File: config.mk
export PLATFORM = sky130hd
export DESIGN_NAME = tama_div
export DESIGN_NICKNAME = d
export VERILOG_FILES = /design/src/rtl/tama_pkg.sv /design/src/rtl/tama_div.sv
export SDC_FILE = /design/constraint.sdc
export NUM_CORES = 1
export LEC_CHECK = 0
export ABC_AREA = 1
export BUFFER_PORTS_ARGS = -buffer_cell sky130_fd_sc_hd__buf_2
export CORE_MARGIN = 2
export CORE_UTILIZATION = 45
export CTS_BUF_LIST = sky130_fd_sc_hd__clkbuf_8 sky130_fd_sc_hd__clkbuf_16
export CTS_CLUSTER_DIAMETER = 200
export DETAILED_ROUTE_END_ITERATION = 6
export REMOVE_ABC_BUFFERS = 1
export SYNTH_ARGS = -nofsm -noshare
export SYNTH_HDL_FRONTEND = slang
export SYNTH_SLANG_ARGS = --single-unit
File: constraint.sdc
create_clock -name clock -period 3.9 [get_ports clock]
set_input_delay 0.78 -clock clock [delete_from_list [all_inputs] [get_ports clock]]
set_output_delay 0.78 -clock clock [all_outputs]
set_load 0.02 [all_outputs]
File: src/rtl/tama_pkg.sv
package tama_pkg;

   // width of the window length register
   localparam int REG_BITS = 11;
   // width of every result field
   localparam int OUT_BITS = 16;
   // window length after reset
   localparam int WINDOW_RESET = 16;
   localparam int AXES = 3;

   typedef struct packed {
      logic busy;
      logic done;
   } div_status_type;

endpackage

File: src/rtl/tama_div.sv
// Signed by unsigned restoring divider, one quotient bit per cycle.
// The quotient magnitude is known to fit in QUO_BITS, so only that many
// steps run; the remainder starts from the dividend bits above them.
module tama_div
   import tama_pkg::*;
#(
   parameter int SUM_W    = 26,
   parameter int QUO_BITS = 16
) (
   input  logic                       clock,
   input  logic                       reset,
   input  logic                       start,
   input  logic signed [SUM_W-1:0]    dividend,
   input  logic [REG_BITS-1:0]        divisor,
   output div_status_type             status,
   output logic signed [QUO_BITS-1:0] quotient
);

   localparam int REM_W = REG_BITS + 1;
   localparam int CNT_W = $clog2(QUO_BITS + 1);

   logic [REM_W-1:0]    rem_ff, rem_in;
   logic [QUO_BITS-1:0] dvd_ff, dvd_in;
   logic [QUO_BITS-1:0] quo_ff, quo_in;
   logic [REG_BITS-1:0] dsr_ff;
   logic [CNT_W-1:0]    cnt_ff, cnt_in;
   logic                neg_ff, neg_in;
   logic                busy_ff, busy_in;
   logic                done_ff, done_in;

   logic [SUM_W-1:0] mag;
   logic [REM_W-1:0] trial;
   logic             fits;

   always_comb begin
      mag   = dividend[SUM_W-1] ? SUM_W'(-dividend) : SUM_W'(dividend);
      trial = {rem_ff[REM_W-2:0], dvd_ff[QUO_BITS-1]};
      fits  = (trial >= {1'b0, dsr_ff});

      rem_in  = rem_ff;
      dvd_in  = dvd_ff;
      quo_in  = quo_ff;
      cnt_in  = cnt_ff;
      neg_in  = neg_ff;
      busy_in = busy_ff;
      done_in = 1'b0;

      if (start) begin
         rem_in  = REM_W'(mag >> QUO_BITS);
         dvd_in  = mag[QUO_BITS-1:0];
         quo_in  = '0;
         cnt_in  = CNT_W'(QUO_BITS);
         neg_in  = dividend[SUM_W-1];
         busy_in = 1'b1;
      end else if (busy_ff) begin
         rem_in = fits ? (trial - {1'b0, dsr_ff}) : trial;
         dvd_in = {dvd_ff[QUO_BITS-2:0], 1'b0};
         quo_in = {quo_ff[QUO_BITS-2:0], fits};
         cnt_in = cnt_ff - 1'b1;
         if (cnt_ff == CNT_W'(1)) begin
            busy_in = 1'b0;
            done_in = 1'b1;
         end
      end
   end

   always_ff @(posedge clock) begin
      if (reset) begin
         busy_ff <= 1'b0;
         done_ff <= 1'b0;
         cnt_ff  <= '0;
      end else begin
         busy_ff <= busy_in;
         done_ff <= done_in;
         cnt_ff  <= cnt_in;
      end
      rem_ff <= rem_in;
      dvd_ff <= dvd_in;
      quo_ff <= quo_in;
      neg_ff <= neg_in;
      if (start) begin
         dsr_ff <= divisor;
      end
   end

   assign status.busy = busy_ff;
   assign status.done = done_ff;
   assign quotient    = neg_ff ? $signed(-quo_ff) : $signed(quo_ff);

endmodule

==> results.md <==
* Number of synthesized flops with an enable pin at 38
* RSZ-0062 raised after global routing: false
* Post-Syn Area per Cell at around 7.4 um2
* Maxcap violations at 0
* Num CTS Buffers at 9
* Yosys top cell by area: edfxtp_1
* Final slew viol count at 0
* Max IR drop VDD at ~0.00017 V
* Worst Hold Launch: rem_ff[10]
* Most common cell in the netlist: nand2_1
* Die Height at around 100 um
* Reg2reg setup slack at 1.52 ns
* # nets final at approximately 680
* Vias/cell at approximately 5.1
* Initial core utilization at 0.4627
* Hold Buf Count CTS at 0
* Post-synthesis sequential area ratio at 0.3811
* Number of placed I/O pins at just under 60
* # H-tree levels at 3
* Placed insts at 726
* Sw Share at 0.3476
* Critical Path Max Stage Delay at between 0.3 and 0.4 ns
* Buf+Inv Stages, Crit Path at 2
* Top cell type's share of synthesized area at 0.2682
* Global-route wire length before repair at around 16 mm
* Avg WL per Cell at about 13 um
* GR Overflow Total at 0
* Clock Power Share at 0.283
* Reg area at around 1600 um2
* Post-synthesis register bit count at 62
* Setup ws final at 1.162 ns
* Largest net degree at the start of global routing at 39
* Worst Setup Path Type: flop to primary output
* # setup viols final at 0
* Largest delay contributor family on the critical path: simple AND/OR/NAND/NOR gates
* Period utilization at 0.7021
* Hold Crit Endpoint: rem_ff[10]
* Cts repair resizes at 0
* Fmax at between 300 and 400 MHz
* Cells after synthesis at around 570
* Area contributors post-synth: edfxtp_1 (27%), nand2_1 (12%), dfxtp_1 (11%)
* Post-route DRC at 0
* Worst r2r src: dsr_ff[0]
* Top cells by count, synth: nand2_1 (132), inv_1 (85), nand3_1 (55), nor2_1 (54), edfxtp_1 (38)
* # port buffers at between 50 and 60
* Vias in the first global route at 3,531
* Crit path launch type: flop
* Distinct cells, synth at between 40 and 50
* Clk Latency, worst-skew pair at about 0.33 ns
* Setup bufs post-CTS at 0
* Reg2reg end: rem_ff[0]
* Arr. time, crit path at 1.96 ns
* Yosys warnings at 0
* Sw power at between 0.0007 and 0.0008 W
* Area occupied by multi-input gates at 2161 um2
* Drt first pass iters at 5
* 1st-iter DRT viols at around 160
* Diode count at 0
* Post-DRT Antenna Nets at 0
* Hold Path Cell Cnt at 2
* Total wire length at roughly 9.7 mm
* Final HPWL DP at around 7.5 mm
* Register share of total power at 0.378
* Crit-path slowest cell: dfxtp_1
* Status: complete, no violations
* Async set or reset register ratio after synthesis at 0
* Worst R2R Path Depth at 10
* Worst-path maximum fanout at 4
* CP Data Required Time at ~3.1 ns
* Global Route Usage Sum at 0.1977
* Worst Max-Slew Pin Slew at around 1.0 ns
* Non-Filler Instances at 742
* Die area at roughly 10,000 um2
* Clock Tree Buf Depth at 2
* CP Cell Sequence: inv_1 > ha_1 > nand3_1 > nor3_1 > nor2_1 > nor2_2 > nand2_1 > nor2_1 > nand2_1 > nand2_1 > buf_2
* Main synth FF type: edfxtp_1
* Fillers at between 900 and 1,000
* Share of layout cells above drive strength 1 at 0.1807
* Reg clk slew, reported paths at 0.07 ns
* Slew headroom at 0.3122
* Core ar. at 9196 um2
* Total negative slack at 0 ns
* Gpl congestion at ~0.79
* Crit end category: primary output
* Most Frequent Cell on Critical Path: nand2_1
* Worst hold-check path type: flop to flop
* Vias at around 3,800
* Clock sinks at 62
* Area delta synth->final at 12.82%
* Cell Area, Synth at roughly 4300 um2
* TritonCTS clock tree: done
* Final hold vios at 0
* WHS at around 0.47 ns
* Die W at between 100 and 150 um
* Power Internal at between 0.001 and 0.0015 W
* PwrDens at 452.7 nW/um2
* Clock root buffer: clkbuf_8
* Std-Cell Rows at 35
* Leakage power at ~2.3 nW
* Logic pwr share at 0.339
* Initial antenna violation count at 0
* Worst slack, placed at 1.324 ns
* Clock skew at ~0.0069 ns
* Final Critical Period at about 2.7 ns
==> state kept, by name, indices dropped and copies added (netlist names) <==
| register | flops |
|---|---|
| dvd_ff | 16 |
| busy_ff | 1 |
| quo_ff | 16 |
| neg_ff | 1 |
| dsr_ff | 11 |
| done_ff | 1 |
| rem_ff | 11 |
| cnt_ff | 5 |
==> worst max-delay path by stage <==
stage	start	to	slack [ns]	cells after the start
final	quo_ff[0]	quotient[12]	1.16	11
after global routing	quo_ff[0]	quotient[12]	0.91	11
after CTS	quo_ff[0]	quotient[12]	1.14	11
after detailed placement	start	dvd_ff[7]	1.32	4
after global placement	start	dvd_ff[8]	1.36	4
after floorplan	quo_ff[0]	quotient[10]	1.54	8
==> through the flow <==
| stage | cell area (um2) | total power (W) | utilization |
|---|---|---|---|
| after floorplan | 4139 | 0.001380 | - |
| after global placement | 4586 | 0.001560 | 0.4986 |
| after global routing | 4801 | 0.002327 | 0.5220 |
| after detailed placement | 4586 | 0.001572 | 0.4986 |
| after CTS | 4801 | 0.002196 | 0.5220 |
| final | 4801 | 0.002174 | 0.5220 |
==> layout by cell type (no fill, tap or decap), types with 2 or more instances in the layout <==
cell type,Yosys,layout
a31oi_1,3,3
clkinv_2,0,2
nor2_1,54,54
nand3_2,8,8
clkbuf_8,0,10
bufinv_16,0,2
o21ai_1,5,5
a21oi_1,8,8
nand4_2,2,2
nand4_1,18,18
buf_4,4,3
nand2_1,132,132
ha_1,15,15
nor2_2,5,5
o21ai_0,18,18
inv_1,85,87
inv_2,9,9
nor3_1,2,2
xor2_1,25,25
o22ai_1,15,15
buf_2,8,57
nand2_2,12,12
edfxtp_1,38,38
dfxtp_1,24,24
nor4_1,2,2
nand3_1,55,55
xnor2_1,7,7
==> kinds of logic after synthesis <==
kind of cell | after synthesis | synth area share
buf+inv | 113 | 0.1111
fa+ha+maj | 16 | 0.04881
compound gates | 55 | 0.07381
flops | 62 | 0.3811
xor+xnor | 32 | 0.06586
simple gates | 295 | 0.3193
==> final cells by class <==
cell class	count	area share
Multi-Input combinational cell	398	0.4501
Sequential cell	62	0.3378
Inverter	95	0.07428
Timing Repair Buffer	60	0.06411
Tap cell	111	0.02893
Clock buffer	10	0.02867
Clock inverter	6	0.01616
==> metal layers <==
metal	wire length (um)	vias up	global-route usage	part of all wire
met4	110	0	0.06029	0.011
met1	4618	1720	0.2642	0.48
met5	0	-	0	0
met2	4479	83	0.3220	0.46
li1	-	1968	-	-
met3	470	12	0.04279	0.049
==> worst register-to-register path, stage by stage, from the launching register on <==
cell,delay (ns)
edfxtp_1,0.40
ha_1,0.22
fa_1,0.41
inv_1,0.09
nand3_1,0.08
nand3_2,0.11
nand2_2,0.19
nand4_2,0.32
nand2_1,0.10
nand3_1,0.12
nand2_1,0.08
==> power by group through the flow <==
stage | Combinational [W] | Sequential (W) | Clock (W)
after floorplan | 0.000560 | 0.000820 | 0
after detailed placement | 0.000735 | 0.000836 | 0
after CTS | 0.000740 | 0.000822 | 0.000634
final | 0.000736 | 0.000822 | 0.000616
after global routing | 0.000839 | 0.000830 | 0.000658
after global placement | 0.000726 | 0.000834 | 0
Note: power is estimated with default switching activity, not from simulation.
